--- config.mk ---
export PLATFORM = sky130hd
export DESIGN_NAME = sacl_addr_split
export DESIGN_NICKNAME = d
export VERILOG_FILES = /design/src/rtl/sacl_pkg.sv /design/src/rtl/sacl_addr_split.sv
export SDC_FILE = /design/constraint.sdc
export NUM_CORES = 1
export LEC_CHECK = 0
export ABC_CLOCK_PERIOD_IN_PS = 10820
export BUFFER_PORTS_ARGS = -buffer_cell sky130_fd_sc_hd__buf_4
export CAP_MARGIN = 0
export CORE_AREA = 3 3 144 146
export DETAILED_ROUTE_END_ITERATION = 10
export DIE_AREA = 0 0 147 149
export GPL_ROUTABILITY_DRIVEN = 1
export GPL_TIMING_DRIVEN = 0
export PLACE_DENSITY_LB_ADDON = 0.05
export SLEW_MARGIN = 25
export SYNTH_ARGS = -nofsm -noshare
export SYNTH_HDL_FRONTEND = slang
export SYNTH_SLANG_ARGS = --single-unit
--- constraint.sdc ---
create_clock -name vclk -period 10.82
set_input_delay 1.623 -clock vclk [all_inputs]
set_output_delay 1.623 -clock vclk [all_outputs]
set_load 0.01 [all_outputs]
--- src/rtl/sacl_pkg.sv ---
// Shared constants, codes and helpers for the set-associative cache LRU tracker.
// No dependencies.
package sacl_pkg;

    // Default sizes, handed to the top-level parameters
    localparam int DEF_MAX_SETS   = 64;
    localparam int DEF_MAX_WAYS   = 8;
    localparam int DEF_ADDR_WIDTH = 64;

    // Field widths
    localparam int FUNC_W     = 2;
    localparam int TAG_W      = 62;
    localparam int CNT_W      = 32;
    localparam int SET_BITS_W = 3;
    localparam int BLK_BITS_W = 6;
    localparam int WAYS_W     = 4;
    localparam int SET_RAW_W  = 7;   // set index before the wrap to the set count

    // Configuration port
    localparam int CFG_IDX_W  = 2;
    localparam int CFG_DATA_W = 6;

    localparam logic [CFG_IDX_W-1:0] CFG_SET_BITS    = 2'd0;
    localparam logic [CFG_IDX_W-1:0] CFG_BLOCK_BITS  = 2'd1;
    localparam logic [CFG_IDX_W-1:0] CFG_WAYS_IN_USE = 2'd2;

    localparam logic [SET_BITS_W-1:0] RST_SET_BITS    = 3'd1;
    localparam logic [BLK_BITS_W-1:0] RST_BLOCK_BITS  = 6'd4;
    localparam logic [WAYS_W-1:0]     RST_WAYS_IN_USE = 4'd1;

    // Access kinds
    localparam logic [FUNC_W-1:0] FUNC_FETCH  = 2'd0;
    localparam logic [FUNC_W-1:0] FUNC_LOAD   = 2'd1;
    localparam logic [FUNC_W-1:0] FUNC_STORE  = 2'd2;
    localparam logic [FUNC_W-1:0] FUNC_MODIFY = 2'd3;

    function automatic logic [CNT_W-1:0] sat_inc(input logic [CNT_W-1:0] x);
        sat_inc = (x == {CNT_W{1'b1}}) ? x : x + 1'b1;
    endfunction

endpackage

--- src/rtl/sacl_addr_split.sv ---
// Splits a byte address into set index and tag from the block/set bit counts.
// Depends on sacl_pkg.
module sacl_addr_split #(
    parameter int MAX_SETS   = 64,
    parameter int ADDR_WIDTH = 64,
    parameter int SET_W      = 6
) (
    input  logic [ADDR_WIDTH-1:0]          i_addr,
    input  logic [sacl_pkg::SET_BITS_W-1:0] i_set_bits,
    input  logic [sacl_pkg::BLK_BITS_W-1:0] i_block_bits,
    output logic [SET_W-1:0]               o_set,
    output logic [sacl_pkg::TAG_W-1:0]      o_tag
);
    import sacl_pkg::*;

    localparam int RAW_DEPTH = 1 << SET_RAW_W;

    logic [63:0]            addr64;
    logic [63:0]            blk_sh;
    logic [63:0]            tag_sh;
    logic [SET_RAW_W-1:0]   tag_amt;
    logic [SET_RAW_W-1:0]   smask;
    logic [SET_RAW_W-1:0]   set_raw;
    logic [SET_W-1:0]       mod_tab [RAW_DEPTH];

    // wrap of the raw set index onto the set count, worked out at elaboration
    for (genvar g = 0; g < RAW_DEPTH; g++) begin : g_mod
        assign mod_tab[g] = SET_W'(g % MAX_SETS);
    end

    always_comb begin
        addr64  = 64'(i_addr);
        blk_sh  = addr64 >> i_block_bits;
        tag_amt = SET_RAW_W'(i_block_bits) + SET_RAW_W'(i_set_bits);
        tag_sh  = tag_amt[SET_RAW_W-1] ? 64'd0 : (addr64 >> tag_amt[5:0]);
        for (int i = 0; i < SET_RAW_W; i++) begin
            smask[i] = (SET_BITS_W'(i) < i_set_bits);
        end
        set_raw = blk_sh[SET_RAW_W-1:0] & smask;
    end

    assign o_set = mod_tab[set_raw];
    assign o_tag = tag_sh[TAG_W-1:0];

endmodule

# After elaboration in Yosys (flattened, before gate mapping)

Memories as Yosys holds them, arrays and structs flattened.
Cells that the tools add are included.

Input bits: 73
Memory bits (read-only): 768
Output and inout bits: 68
Memories: 1
Word-level logic and storage cells: 17
Bits in registers: 0

Memory list:

| memory          | words | width | rd ports | clocked after memory_dff | write ports | line                  | text |
|---|---|---|---|---|---|---|---|
| (no name shown) | 128   | 6     | 1        | 0                        | 0           | sacl_addr_split.sv:42 | `assign o_set = mod_tab[set_raw];` |

Add/subtract/negate cells: 1
Order comparisons: 8
Muxes and demuxes: 3
Bitwise operators: 2
Shift operators: 2

Operators with widths:

| operator                                           | count |
|---|---|
| right shift 64 x 6 -> 62 bit                       | 1 |
| right shift 64 x 6 -> 7 bit                        | 1 |
| 2-to-1 mux 62 bit                                  | 1 |
| 2-to-1 mux 6 bit                                   | 2 |
| < comparator 3 bit (first input constant)          | 3 |
| >= comparator 8 bit (second input constant)        | 1 |
| inverter 7 -> 8 bit                                | 1 |
| adder 6 x 3 -> 7 bit                               | 1 |
| bitwise AND 7 bit                                  | 1 |
| < comparator 1 x 3 -> 1 bit (first input constant) | 2 |
| < comparator 2 x 3 -> 1 bit (first input constant) | 2 |

# Logic depth before layout (Yosys ltp)

Depth in word-level cells: 6
Mapped depth: 14
Mapped depth without buffers: 9

# Worst setup path before layout

No wires, ideal clock.

Path kind: input port to output port
Start point: in i_block_bits[1] (netlist name)
End point: out o_tag[4] (netlist name)
Stages: 13
Data arrival time: 4.450 ns
Slack: 4.747 ns
Data required time: 9.197 ns
Path buffers: 5
Cells stage by stage: buf_4 > inv_2 > buf_4 > buf_2 > fa_1 > buf_2 > buf_4 > mux2i_1 > mux2i_1 > nand2_1 > mux2_2 > a221o_1 > o221ai_1

Word-level cells in the longest chain between the ends: 3

Ends and longest elaborated chain:

| item                         | line                  | text |
|---|---|---|
| start, declared              | sacl_addr_split.sv:10 | `input logic [sacl_pkg::BLK_BITS_W-1:0] i_block_bits,` |
| adder 6 x 3 -> 7 bit (*)     | sacl_addr_split.sv:34 | `tag_amt = SET_RAW_W'(i_block_bits) + SET_RAW_W'(i_set_bits);` |
| right shift 64 x 6 -> 62 bit | sacl_addr_split.sv:35 | `tag_sh = tag_amt[SET_RAW_W-1] ? 64'd0 : (addr64 >> tag_amt[5:0]);` |
| 2-to-1 mux 62 bit (*)        | sacl_addr_split.sv:35 |  |
| end, declared                | sacl_addr_split.sv:12 | `output logic [sacl_pkg::TAG_W-1:0] o_tag` |

Mark *: on every way between the ends. The rest lies on a longest branch, timed or not.

# Worst setup path in the final report

Start point: in i_block_bits[1] (netlist name)
End point: out o_tag[2] (netlist name)

The elaborated chain is that of the path after synthesis.

==> results by group <==
Outcome
  – Run status: finished, final reports clean

Worst hold path
  – Hold path depth: 4
  – Type of the worst min-delay path: input pin to output port

Power
  – Peak supply drop: 0.02402 mV
  – Leakage Power: 3.414 nW
  – PwrDens: 106.3 nW/um^2

Floorplanning
  – Floorplan core area: 19530 sq um
  – Die footprint: 21900 sq um
  – Core Rows: 51
  – I/O pins: 141
  – Starting density of the core: 0.3281
  – Width of the chip: 147 um
  – DIE HEIGHT: 149 um

GRT
  – Global-route wire length before repair: 48.82 mm
  – Overflow left after global routing: 0
  – Number of global-route vias before repair: 7479
  – Number of antenna violations at the first check in global routing: 0
  – Pin count of the biggest net entering global routing: 11
  – Overall global routing resource usage: 0.2877

Drt
  – Count of vias placed by the detailed router: 7386
  – Number of nets with antenna violations after routing: 0
  – Drt initial violations: between 700 and 800
  – Pre-Repair DR Iteration Count: 5
  – Final wirelength: approximately 33 mm
  – Number of vias per cell: between 6 and 7
  – Final routed DRC violation total: 0
  – Routed len/inst: between 20 and 30 um

Timing
  – F_max: 136.7 MHz
  – Number of endpoints with negative hold slack in the final report: 0
  – PnR worst setup slack: 3.505 ns
  – Crit share post-route: 0.6761
  – Fin. max-slew vios: 0
  – Number of setup violations in the final report: 0
  – Fin Setup TNS: 0 ns
  – Minimum clock period after layout: 7.315 ns
  – Remaining max-slew budget at the tightest pin: 0.3570
  – Setup repair after global routing missed its margin: false
  – Actual transition at the worst max-transition pin: 0.9577 ns

Place
  – Count of buffers inserted at the top-level ports: 139
  – Post-DP Area: 7782 sq um
  – Post-place setup slack: 3.522 ns
  – Final weighted congestion of routability-driven global placement: 0.9624
  – Hpwl dp: 27.80 mm

Synth
  – Combined area of all synthesized cells: 6407 sq um
  – Number of instances in the synthesized netlist: 761
  – Top cell type by total area after synthesis: sky130_fd_sc_hd__mux2i_1
  – Count of distinct cell types in the synthesized netlist: 61
  – Synth Area per Inst: 8.420 sq um
  – Ranking of synthesized cells by area: sky130_fd_sc_hd__mux2i_1, sky130_fd_sc_hd__mux4_2, sky130_fd_sc_hd__nand2_1
  – Most frequent cell after synthesis: sky130_fd_sc_hd__mux2i_1
  – Top cell type's share of synthesized area: 0.2921
  – Register area share after synthesis: 0
  – Most frequent cells after synthesis: sky130_fd_sc_hd__mux2i_1, sky130_fd_sc_hd__nand2_1, sky130_fd_sc_hd__mux4_2, sky130_fd_sc_hd__nor2_1, sky130_fd_sc_hd__buf_2
  – Syn nets: 838
  – Number of warnings issued by yosys: 0

Final layout
  – Share of layout cells above drive strength 1: 0.3311
  – Storage cell area: 0 sq um
  – Signed area change from the synthesized netlist to the final layout: 21.46%
  – Clock buffer cells: 0
  – Seq_cells: 0
  – Final core area utilization: 0.3986
  – Design Area, Final: ~7800 sq um
  – Post-layout net count: 979
  – Ant diodes: 0

Worst setup path
  – Category of the worst setup path launch point: input pin
  – Start-to-end type of the worst setup path: input pin to output port
  – Critical path endpoint category: output port
  – Data required, critical path: just over 9 ns
  – Max Fanout on Critical Path: 10
  – Data arrival time of the worst path: between 5 and 6 ns

Flow run
  – Max-capacitance violation count: 0

Clock network
  – Number of setup buffers added after CTS: 0
  – CTS hold repair buffers: 0
  – Resized Gates After CTS: 0
==> logic make-up after synthesis <==
kind of cell,synth area share
AO/OA/AOI/OAI,0.1689
adder cells (fa/ha/maj),0.008983
AND/OR/NAND/NOR,0.1607
buffers and inverters,0.06971
multiplexers,0.5755
XOR/XNOR,0.01621
==> per-layer routing <==
| metal | part of all wire | vias up | track usage |
|---|---|---|---|
| li1 | - | 3255 | - |
| met1 | 0.41 | 3676 | 0.3714 |
| met2 | 0.49 | 391 | 0.5084 |
| met3 | 0.064 | 64 | 0.02674 |
| met4 | 0.039 | 0 | 0.09366 |
| met5 | 0 | - | 0 |
==> final timing paths <==
path | from | endpoint | slack [ns]
hold / removal | i_set_bits[2] | o_set[2] | 3.71
setup / recovery | i_block_bits[1] | o_tag[2] | 3.50
==> area by class of cell <==
cell class | count | area, sq um
inverter | 10 | 37.54
multi-input combinational | 673 | 5961
timing repair buffer | 139 | 1044
fill | 2056 | 11740
tap | 265 | 331.6
buffer | 78 | 409.1
==> cell usage in the layout, fill, tap and decap left out, types with 18 or more instances in the layout <==
cell	synthesis	routed
sky130_fd_sc_hd__mux2_2	18	18
sky130_fd_sc_hd__buf_4	14	153
sky130_fd_sc_hd__a21oi_1	30	30
sky130_fd_sc_hd__clkbuf_1	21	21
sky130_fd_sc_hd__nor2_1	45	45
sky130_fd_sc_hd__nand3_1	21	21
sky130_fd_sc_hd__buf_2	39	39
sky130_fd_sc_hd__o21ai_0	21	21
sky130_fd_sc_hd__nand2_1	103	103
sky130_fd_sc_hd__mux2i_1	187	187
sky130_fd_sc_hd__mux4_2	70	70
sky130_fd_sc_hd__a211oi_1	21	21
==> where the power goes <==
part / switching [mW] / total, mW / internal [mW]
Combinational: 0.486 / 0.827 / 0.341
Clock: 0 / 0 / 0
Sequential: 0 / 0 / 0
Total: 0.486 / 0.827 / 0.341
==> metrics by stage <==
stage | hold WS, ns | power (mW) | instances
5_1_grt | 3.721 | 0.8759 | 1165
6_report | 3.710 | 0.8269 | 1165
4_1_cts | 3.702 | 0.8150 | 1165
2_1_floorplan | 3.401 | 0.5041 | 761
3_3_place_gp | 3.699 | 0.8097 | 1165
3_5_place_dp | 3.695 | 0.8122 | 1165
==> worst max-delay path, stage by stage <==
cell                       delay [ns]
sky130_fd_sc_hd__buf_4           0.09
sky130_fd_sc_hd__buf_4           0.20
sky130_fd_sc_hd__inv_2           0.12
sky130_fd_sc_hd__buf_4           0.21
sky130_fd_sc_hd__buf_2           0.25
sky130_fd_sc_hd__fa_1            0.49
sky130_fd_sc_hd__xnor2_1         0.77
sky130_fd_sc_hd__clkbuf_1        0.61
sky130_fd_sc_hd__mux2i_1         0.43
sky130_fd_sc_hd__mux2i_1         0.13
sky130_fd_sc_hd__mux2i_1         0.33
sky130_fd_sc_hd__o221ai_1        0.22
sky130_fd_sc_hd__buf_4           0.19
No activity file was read; power rests on OpenSTA's default activity.
