<file path="config.mk">
export PLATFORM = sky130hd
export DESIGN_NAME = sacl_way_upd
export DESIGN_NICKNAME = d
export VERILOG_FILES = /design/src/rtl/sacl_pkg.sv /design/src/rtl/sacl_way_upd.sv
export SDC_FILE = /design/constraint.sdc
export NUM_CORES = 1
export LEC_CHECK = 0
export BUFFER_PORTS_ARGS = -buffer_cell sky130_fd_sc_hd__buf_2
export CAP_MARGIN = 20
export CELL_PAD_IN_SITES_DETAIL_PLACEMENT = 2
export CELL_PAD_IN_SITES_GLOBAL_PLACEMENT = 2
export CORE_AREA = 5 5 245 247
export DETAILED_ROUTE_END_ITERATION = 8
export DIE_AREA = 0 0 250 252
export PLACE_DENSITY_LB_ADDON = 0.12
export SLEW_MARGIN = 20
export SYNTH_ARGS = -nofsm -noshare
export SYNTH_HDL_FRONTEND = slang
export SYNTH_SLANG_ARGS = --single-unit
</file>
<file path="constraint.sdc">
create_clock -name vclk -period 16.4
set_clock_uncertainty 0.1 [all_clocks]
set_input_delay 1.64 -clock vclk [all_inputs]
set_output_delay 1.64 -clock vclk [all_outputs]
set_load 0.01 [all_outputs]
</file>
<file path="src/rtl/sacl_pkg.sv">
// Shared constants, codes and helpers for the set-associative cache LRU tracker.
// No dependencies.
package sacl_pkg;

    // Default sizes, handed to the top-level parameters
    localparam int DEF_MAX_SETS   = 64;
    localparam int DEF_MAX_WAYS   = 8;
    localparam int DEF_ADDR_WIDTH = 64;

    // Field widths
    localparam int FUNC_W     = 2;
    localparam int TAG_W      = 62;
    localparam int CNT_W      = 32;
    localparam int SET_BITS_W = 3;
    localparam int BLK_BITS_W = 6;
    localparam int WAYS_W     = 4;
    localparam int SET_RAW_W  = 7;   // set index before the wrap to the set count

    // Configuration port
    localparam int CFG_IDX_W  = 2;
    localparam int CFG_DATA_W = 6;

    localparam logic [CFG_IDX_W-1:0] CFG_SET_BITS    = 2'd0;
    localparam logic [CFG_IDX_W-1:0] CFG_BLOCK_BITS  = 2'd1;
    localparam logic [CFG_IDX_W-1:0] CFG_WAYS_IN_USE = 2'd2;

    localparam logic [SET_BITS_W-1:0] RST_SET_BITS    = 3'd1;
    localparam logic [BLK_BITS_W-1:0] RST_BLOCK_BITS  = 6'd4;
    localparam logic [WAYS_W-1:0]     RST_WAYS_IN_USE = 4'd1;

    // Access kinds
    localparam logic [FUNC_W-1:0] FUNC_FETCH  = 2'd0;
    localparam logic [FUNC_W-1:0] FUNC_LOAD   = 2'd1;
    localparam logic [FUNC_W-1:0] FUNC_STORE  = 2'd2;
    localparam logic [FUNC_W-1:0] FUNC_MODIFY = 2'd3;

    function automatic logic [CNT_W-1:0] sat_inc(input logic [CNT_W-1:0] x);
        sat_inc = (x == {CNT_W{1'b1}}) ? x : x + 1'b1;
    endfunction

endpackage

</file>
<file path="src/rtl/sacl_way_upd.sv">
// Tag compare, victim choice and LRU rank update across the ways of one set.
// Depends on sacl_pkg.
module sacl_way_upd #(
    parameter int MAX_WAYS = 8,
    parameter int WAY_W    = 3,
    parameter int RANK_W   = 3
) (
    input  logic [MAX_WAYS-1:0]                      i_valid,
    input  logic [MAX_WAYS-1:0][RANK_W-1:0]          i_rank,
    input  logic [MAX_WAYS-1:0][sacl_pkg::TAG_W-1:0] i_line_tag,
    input  logic [sacl_pkg::TAG_W-1:0]                i_tag,
    input  logic [sacl_pkg::WAYS_W-1:0]               i_ways_in_use,
    output logic                                     o_hit,
    output logic                                     o_evict,
    output logic [WAY_W-1:0]                         o_way,
    output logic [MAX_WAYS-1:0]                      o_valid,
    output logic [MAX_WAYS-1:0][RANK_W-1:0]          o_rank
);
    import sacl_pkg::*;

    localparam logic [RANK_W-1:0] RANK_MAX = RANK_W'(MAX_WAYS - 1);

    logic [WAYS_W:0]     n_eff;
    logic [MAX_WAYS-1:0] in_use;
    logic [MAX_WAYS-1:0] hit_vec;
    logic [MAX_WAYS-1:0] free_vec;
    logic [WAY_W-1:0]    hit_way;
    logic [WAY_W-1:0]    free_way;
    logic [WAY_W-1:0]    lru_way;
    logic [RANK_W-1:0]   lru_rank;
    logic                any_free;
    logic                age_all;
    logic [RANK_W-1:0]   old_rank;

    always_comb begin
        n_eff = (i_ways_in_use == '0) ? (WAYS_W+1)'(1) : {1'b0, i_ways_in_use};
        for (int j = 0; j < MAX_WAYS; j++) begin
            in_use[j]   = ((WAYS_W+1)'(j) < n_eff);
            hit_vec[j]  = in_use[j] & i_valid[j] & (i_line_tag[j] == i_tag);
            free_vec[j] = in_use[j] & ~i_valid[j];
        end

        // lowest index wins
        hit_way  = '0;
        free_way = '0;
        for (int j = MAX_WAYS - 1; j >= 0; j--) begin
            if (hit_vec[j])  hit_way  = WAY_W'(j);
            if (free_vec[j]) free_way = WAY_W'(j);
        end

        // oldest way, lowest index on a tie
        lru_way  = '0;
        lru_rank = '0;
        for (int j = 0; j < MAX_WAYS; j++) begin
            if (in_use[j] && i_rank[j] > lru_rank) begin
                lru_rank = i_rank[j];
                lru_way  = WAY_W'(j);
            end
        end

        o_hit    = |hit_vec;
        any_free = |free_vec;
        o_evict  = !o_hit && !any_free;
        o_way    = o_hit ? hit_way : (any_free ? free_way : lru_way);
        age_all  = !o_hit && any_free;   // fill: every other valid way in use ages, short of the top rank
        old_rank = i_rank[o_way];

        o_valid = i_valid;
        o_valid[o_way] = 1'b1;
        for (int j = 0; j < MAX_WAYS; j++) begin
            o_rank[j] = i_rank[j];
            if (in_use[j] && i_valid[j] && (WAY_W'(j) != o_way) &&
                (age_all || i_rank[j] < old_rank) && (i_rank[j] != RANK_MAX)) begin
                o_rank[j] = i_rank[j] + 1'b1;
            end
        end
        o_rank[o_way] = '0;
    end

endmodule

</file>
# After elaboration in Yosys (flattened, before gate mapping)
# Cells that the tools add are included.
[op_classes]
add_sub_neg = 8
n_lt_le_gt_ge = 26
eq_ne = 23
n_mux = 47
bitwise_logic = 35
n_reduce_logical = 57
[ops]
columns = ["op", "n"]
rows = [
  ["$eq 62x62->1", 8],
  ["$mux 3", 41],
  ["$logic_and 1x1->1", 43],
  ["$add 3x1->3 const B", 8],
  ["$and 1x1->1", 24],
  ["$and 24x24->24", 1],
  ["$lt 3x3->1", 8],
  ["$ne 3x3->1 const B", 8],
  ["$not 24->24", 1],
  ["$gt 3x3->1", 7],
  ["$lt 3x4->1 const A", 4],
  ["$reduce_or 8->1", 2],
  ["$ne 3x3->1 const A", 4],
  ["$bmux 3 s3", 1],
  ["$demux 3 s3", 1],
  ["$logic_or 1x1->1", 8],
  ["$lt 1x4->1 const A", 2],
  ["$lt 2x4->1 const A", 2],
  ["$not 1->1", 8],
  ["$or 8x8->8", 1],
  ["$ne 2x3->1 const A", 2],
  ["$logic_not 4->1", 1],
  ["$lt 3x4->1 const B", 1],
  ["$mux 4", 1],
  ["7 further kinds", 9],
]
[word_totals]
reg_bits = 0
input_bits = 594
output_inout_bits = 37
word_cells = 196

# Logic depth before layout (Yosys ltp)
# Gate-level depths: netlist of the first run.
[depth]
ltp_word = 36
mapped_depth = 60

# Least setup slack after synthesis of the first run
# OpenSTA, ideal clock, no wires.
[synth_path]
kind = "input to output"
from = "in i_rank[0] in the netlist's numbering"
to = "out o_rank[0] in the netlist's numbering"
arrival_ns = 12.168
path_slack_ns = 2.492
stages = 55
n_path_buf = 1
cell_sequence = "inv_1 ha_1 a21o_1 ha_1 a31oi_2 nand2_1 o21ai_0 ha_1 or3_1 a21oi_1 a21oi_1 ha_1 nor2_1 and3_1 a22oi_1 a21oi_1 a31o_2 ha_1 [... 19 more ...] nand2b_1 a21oi_1 nand2_1 or2_2 nor2_1 a21o_2 inv_2 buf_6 a211oi_1 a21oi_1 mux2i_1 ha_1 nand2_1 inv_1 nand2_1 nor2_1 or4_1 a21oi_1"
[synth_rtl]
columns = ["item", "line_no", "source"]
rows = [
  ["from (decl)", "sacl_way_upd.sv:9", "input logic [MAX_WAYS-1:0][RANK_W-1:0] i_rank,"],
  ["to (decl)", "sacl_way_upd.sv:17", "output logic [MAX_WAYS-1:0][RANK_W-1:0] o_rank"],
]

==> out/metrics.csv, run 1 <==
metric;value;unit
yosys.area.top_type;xnor2_1;
dp_slack;0.776;ns
drive_above_1_share;34.4;%
cp_max_fo;23;
place_area;0.0141;mm^2
period_minus_slack;15.52;ns
grt_overflow_total;0;
drt-initial-drc-count;1049;
fillers;6957;
die_w;250;um
syn-instance-count;1436;
hold_viol_final;0;
coreArea;0.0574;mm^2
drtPass1Iterations;7;
setup_viol;0;
arrival;13.78;ns
finalNonFillerCells;2781;
area_growth;36.9;%
holdCritStartpoint;i_rank[6];
end_kind;primary output;
post-route-util;24.6;%
critPathMaxStageDelay;0.83;ns
crit_top_cell;ha_1;
num_io_pins;631;
drv_slew;0;
drc;0;
multi_input_area;0.00973;mm^2
clock_buffer_count;0;
startpoint_type;input port;
hold_depth;3;
ant_nets;0;
grt_pass1_vias;16200;
cts_setup_buffers;0;
yosysSeqAreaShare;0;%
worst_pin_slew;0.971;ns
grt_pass1_wl;135;mm
post-route-period-util;94.7;%
setup_tns;0;ns
synthTopCellsByCount;xnor2_1, nand4_1, nor4_1;
routed_wl;103;mm
portBuffers;631;
synth.area.top_cells;xnor2_1, nand4_1, xor2_1;
placed_cells_incl_taps;2761;
num_rows;88;
initial_core_util;18.0;%
layout.nets;2630;
rsz0062_at_grt;no;
hold_class;in2out;
synth.top_cell.area_share;31.7;%
wl_per_cell;37.0;um
grt_max_degree;24;
die-height;252;um
syn_nets;2068;
syn_avg_cell_area;7.19;um^2
relSlewSlack;35.1;%
grt_antenna_before_repair;43;
yosys_warnings;0;
status;finished, final reports clean;
seqCellArea;0;um^2
via_per_inst;5.31;
fin_ws;0.877;ns
powerDensity;37.4;mW/mm^2
vias;14800;
hpwl;86.0;mm
synth_most_common_cell;xnor2_1;
fmax;0.0644;GHz
ir_worst_vdd;0.0290;mV
crit_type;in2out;
routabilityCongestion;0.972;
netlist-cell-type-count;90;
cap_viol_max_count;0;
grt_use_total;30.4;%
dieArea;0.0630;mm^2
p_leak;0.00561;uW
netlist_area;0.0103;mm^2
cp_slowest_cell;a211oi_4;
nFlopsAndLatches;0;
holdPathEnd;o_rank[6];
cts_hold_buf;0;
crit_required;14.66;ns
design_area;0.0141;mm^2
[where the power goes]
part           switching [uW]  internal (uW)
clock                       0       0.000133
sequential                  0              0
combinational             329            200
total                     329            200
[stage by stage]
step                hold slack, ns  power, uW
detailed placement            3.54        522
global placement              3.54        516
CTS                           3.55        524
floorplan                     3.26        282
global route                  3.57        558
finish                        3.53        529
[cell type report]
class / instances / share of cell area (%)
diodes: 20 / 0.354
inverters: 55 / 1.46
multi-input cells: 1307 / 68.9
well taps: 765 / 6.77
repair buffers: 634 / 22.5
[critical path, delay by kind of cell]
kind,cells,cell delay (ns)
AO/OA/AOI/OAI,20,5.41
adder cells (fa/ha/maj),9,2.62
buffers and inverters,3,0.42
multiplexers,5,1.33
AND/OR/NAND/NOR,15,2.33
[worst max path at each step]
stage	start	endpoint	slack (ns)	cells past startpoint
floorplan	i_rank[0]	o_rank[0]	2.49	55
global placement	i_rank[0]	o_rank[16]	1.22	51
detailed placement	i_rank[0]	o_rank[13]	0.78	56
CTS	i_rank[0]	o_rank[13]	0.74	56
global route	i_rank[0]	o_rank[0]	0.02	58
finish	i_rank[0]	o_rank[16]	0.88	52
[cells by family after synthesis]
| kind of cell | after synthesis | synth area share, % |
|---|---|---|
| AND/OR/NAND/NOR | 629 | 36.1 |
| XOR/XNOR | 450 | 38.2 |
| adder cells (fa/ha/maj) | 45 | 5.32 |
| multiplexers | 33 | 3.31 |
| buffers and inverters | 129 | 5.82 |
| AO/OA/AOI/OAI | 150 | 11.3 |
[cells in the final DEF, fill, tap and decap left out, types with 5 or more instances in the layout]
cell type  instances
a211oi_1           6
a21oi_1           26
a31oi_1            5
and4_1             6
buf_2            631
diode_2           20
ha_1              38
inv_1             54
mux2_1             5
mux2i_1           24
nand2_1           73
nand2b_1          74
nand3_1           24
nand3b_1           5
nand4_1          193
nand4b_1           6
nor2_1            45
nor2b_1           36
nor3_1            23
nor4_1            86
nor4b_1            5
o2111ai_1         14
o21a_1             6
o21ai_0           19
o21ai_2            5
o22ai_1            8
or2_2              7
or3b_2             6
or4_1             11
xnor2_1          374
xor2_1            76
[routing by layer]
layer  vias up  global-route usage [%]  wire (um)
met5         -                       0        203
met4        32                    8.39       3740
met3       172                    4.96       6490
met2       714                    55.5      51000
met1      7423                    37.0      41500
li1       6421                       -          -
[repair_timing]
| action | 4_1_cts | 5_1_grt |
|---|---|---|
| endpoints found under the setup margin | 0 | 23 |
| endpoints found under the hold margin | 0 | 0 |
| resized for setup | 0 | 4 |
Note: power is estimated with default switching activity, not from simulation.
==> run 2: changes to the inputs <==
REMOVE_ABC_BUFFERS = 1   (was default)
==> out/metrics.csv, run 2 (synthesized netlist as in run 1, its figures left out) <==
metric;value;unit
status;finished, final reports clean;
hpwl;83.4;mm
swShare;61.7;%
final_common_cell;buf_2;
powerDensity;37.0;mW/mm^2
fmax;0.0649;GHz
worst_pin_slew;0.956;ns
seqCellArea;0;um^2
p_leak;0.00562;uW
clockPowerShare;0;%
num_io_pins;631;
portBuffers;631;
cap_viol_max_count;0;
area_growth;37.2;%
vias;14700;
period_minus_slack;15.42;ns
hold_viol_final;0;
initial_core_util;18.0;%
end_kind;primary output;
p_comb_share;100.0;%
rsz0062_at_grt;no;
crit_type;in2out;
drtPass1Iterations;6;
clock_buffer_count;0;
die_w;250;um
arrival;13.68;ns
multi_input_area;0.00974;mm^2
ant_nets;0;
pwr-share-seq;0;%
num_rows;88;
cp_max_fo;12;
coreArea;0.0574;mm^2
critPathMaxStageDelay;0.46;ns
switching_power;323;uW
wl_per_cell;35.9;um
cts_setup_buffers;0;
grt_overflow_total;0;
via_per_inst;5.26;
relSlewSlack;35.7;%
ir_worst_vdd;0.0489;mV
crit_required;14.66;ns
drive_above_1_share;34.5;%
final_cell_mix;buf_2, xnor2_1, nand4_1;
die-height;252;um
nFlopsAndLatches;0;
dieArea;0.0630;mm^2
routabilityCongestion;0.926;
layout.nets;2632;
grt_antenna_before_repair;56;
p_int;201;uW
grt_max_degree;17;
total_power;524;uW
grt_use_total;29.7;%
setup_tns;0;ns
grt_pass1_wl;133;mm
drt-initial-drc-count;916;
cp_slowest_cell;a2111oi_0;
drv_slew;0;
setup_viol;0;
routed_wl;100;mm
startpoint_type;input port;
fillers;6936;
post-route-period-util;94.0;%
hold_class;in2out;
whs;3.52;ns
grt_pass1_vias;16200;
drc;0;
## run 2: cell count changes in the layout (fill, tap and decap cells not counted), sizes merged
cell | before | now
diode | 20 | 25
buf | 634 | 636
## run 2: power groups by stage
stage                     Combinational (uW)  Sequential [uW]  Clock (uW)
after floorplan                          253                0           0
after global placement                   510                0           0
after detailed placement                 519                0           0
after CTS                                520                0           0
after global routing                     557                0   0.0000739
final                                    524                0    0.000206
## run 2: worst max-delay path: cells and delay by family
kind | cells | cell delay (ns)
multiplexers | 4 | 1.12
AO/OA/AOI/OAI | 22 | 5.09
adder cells (fa/ha/maj) | 9 | 2.46
buffers and inverters | 5 | 0.77
AND/OR/NAND/NOR | 15 | 2.58
## run 2: cell type report
class,instances,area share (%)
Tap cell,765,6.76
Antenna cell,25,0.442
Timing Repair Buffer,636,22.6
Multi-Input combinational cell,1307,68.8
Inverter,55,1.46
## run 2: worst paths after layout
| check | startpoint | end | slack, ns | cells after the start |
|---|---|---|---|---|
| worst max-delay path | i_rank[0] | o_rank[13] | 0.98 | 55 |
| worst min-delay path | i_valid[4] | o_valid[4] | 3.52 | 3 |
## run 2: repair_timing
item	CTS	global route
hold buffers	0	0
resized for setup	0	4
endpoints found under the setup margin	0	13
## run 2: layer usage
metal  up-vias  wire, um  GRT usage (%)
met5         -       257              0
met4        40      2980           7.19
met3       182      6840           6.26
met2       675     49000           53.4
met1      7365     40900           36.4
li1       6413         -              -
## run 2: per-stage QoR
step           worst slack, ns  area (um^2)  util [%]  cells
2_1_floorplan             2.53         9930         -   1362
3_3_place_gp              1.11        14100      24.5   2763
3_5_place_dp             0.653        14100      24.5   2763
4_1_cts                  0.625        14100      24.5   2763
5_1_grt                 0.0667        14100      24.6   2772
6_report                 0.982        14200      24.7   2788
==> run 3: changes to the inputs <==
CORE_AREA = 2 2 242 244   (was 5 5 245 247)
DIE_AREA = 0 0 244 246   (was 0 0 250 252)
clock period = 15.3 ns   (was 16.4 ns; I/O delays follow)
==> out/metrics.csv, run 3 (synthesized netlist as in run 1, its figures left out) <==
metric;value;unit
relSlewSlack;41.4;%
setup_viol;0;
post-route-util;24.8;%
grt_pass1_vias;16200;
worst_pin_slew;0.871;ns
dieArea;0.0600;mm^2
top_layer_used;met5;
die_w;244;um
routabilityCongestion;0.953;
seqCellArea;0;um^2
cp-endpoint;o_rank[11];
ant_nets;0;
nFlopsAndLatches;0;
hold_viol_final;0;
initial_core_util;18.0;%
cp_slowest_cell;a211oi_4;
post-route-period-util;94.9;%
crit_start;i_rank[0];
drc;0;
clock_buffer_count;0;
fmax;0.0689;GHz
layout.nets;2638;
period_minus_slack;14.52;ns
status;finished, final reports clean;
num_rows;88;
end_kind;primary output;
hold_class;in2out;
fin_ws;0.782;ns
area_growth;37.7;%
grt_antenna_before_repair;32;
grt_overflow_total;0;
met3_length;6.58;mm
routed_wl;98.6;mm
arrival;12.89;ns
drv_slew;0;
critPathMaxStageDelay;0.63;ns
die-height;246;um
drt-initial-drc-count;1052;
grt_use_total;31.4;%
portBuffers;631;
wl_met1;40.0;mm
drtPass1Iterations;5;
crit_type;in2out;
p_leak;0.00566;uW
cts_hold_buf;0;
powerDensity;40.2;mW/mm^2
wl_per_cell;35.3;um
cp_max_fo;14;
crit_top_cell;ha_1;
final_common_cell;buf_2;
via_per_inst;5.25;
met2_length;48.0;mm
coreArea;0.0574;mm^2
total_power;571;uW
fillers;6911;
num_io_pins;631;
multi_input_area;0.00975;mm^2
ir_worst_vdd;0.0467;mV
vias;14700;
grt_max_degree;17;
dp_slack;0.204;ns
grt_pass1_wl;131;mm
hpwl;81.9;mm
final_cell_mix;buf_2, xnor2_1, nand4_1;
cap_viol_max_count;0;
startpoint_type;input port;
crit_required;13.67;ns
drive_above_1_share;34.9;%
run 3: cell count changes in the layout (fill, tap and decap cells not counted), sizes merged:
cell,change
buf,+6
diode,-3
run 3: stage by stage:
stage / TNS (ns) / cells / cell area [um^2] / hold WS, ns
6_report: 0 / 2791 / 14200 / 3.30
5_1_grt: -0.0103 / 2776 / 14200 / 3.32
2_1_floorplan: 0 / 1362 / 9930 / 3.04
3_5_place_dp: 0 / 2765 / 14100 / 3.30
4_1_cts: 0 / 2765 / 14100 / 3.31
3_3_place_gp: 0 / 2765 / 14100 / 3.30
run 3: what timing repair did:
action	4_1_cts	5_1_grt
setup endpoints to repair	0	24
hold endpoints to repair	0	0
gates resized for setup	0	11
setup buffers	0	4
run 3: worst min path at each step:
stage	slack (ns)	startpoint	cells after the start	to
global placement	3.30	i_valid[4]	3	o_valid[4]
floorplan	3.04	i_rank[12]	1	o_rank[12]
detailed placement	3.30	i_valid[4]	3	o_valid[4]
CTS	3.31	i_valid[4]	3	o_valid[4]
finish	3.30	i_valid[4]	3	o_valid[4]
global route	3.32	i_valid[4]	3	o_valid[4]
run 3: metal layers:
metal	vias to the layer above	track usage (%)
li1	6424	-
met1	7356	38.2
met2	682	56.0
met3	166	5.45
met4	32	10.1
met5	-	0
run 3: critical path: cells and delay by family:
family                     cells  cell delay [ns]
and+or+nand+nor               15             2.11
buffers and inverters          5             0.95
muxes                          4             1.02
AOI/OAI and AO/OA             21             4.72
adders and majority gates      9             2.52
run 3: final cells by class:
| class | count | share of cell area [%] |
|---|---|---|
| Antenna cell | 22 | 0.387 |
| Inverter | 55 | 1.45 |
| Multi-Input combinational cell | 1307 | 68.6 |
| Tap cell | 765 | 6.73 |
| Timing Repair Buffer | 642 | 22.8 |
run 3: power by group:
part / total, uW / internal [uW] / switching (uW)
Combinational: 571 / 219 / 352
Clock: 0.000118 / 0.000118 / 0
Sequential: 0 / 0 / 0
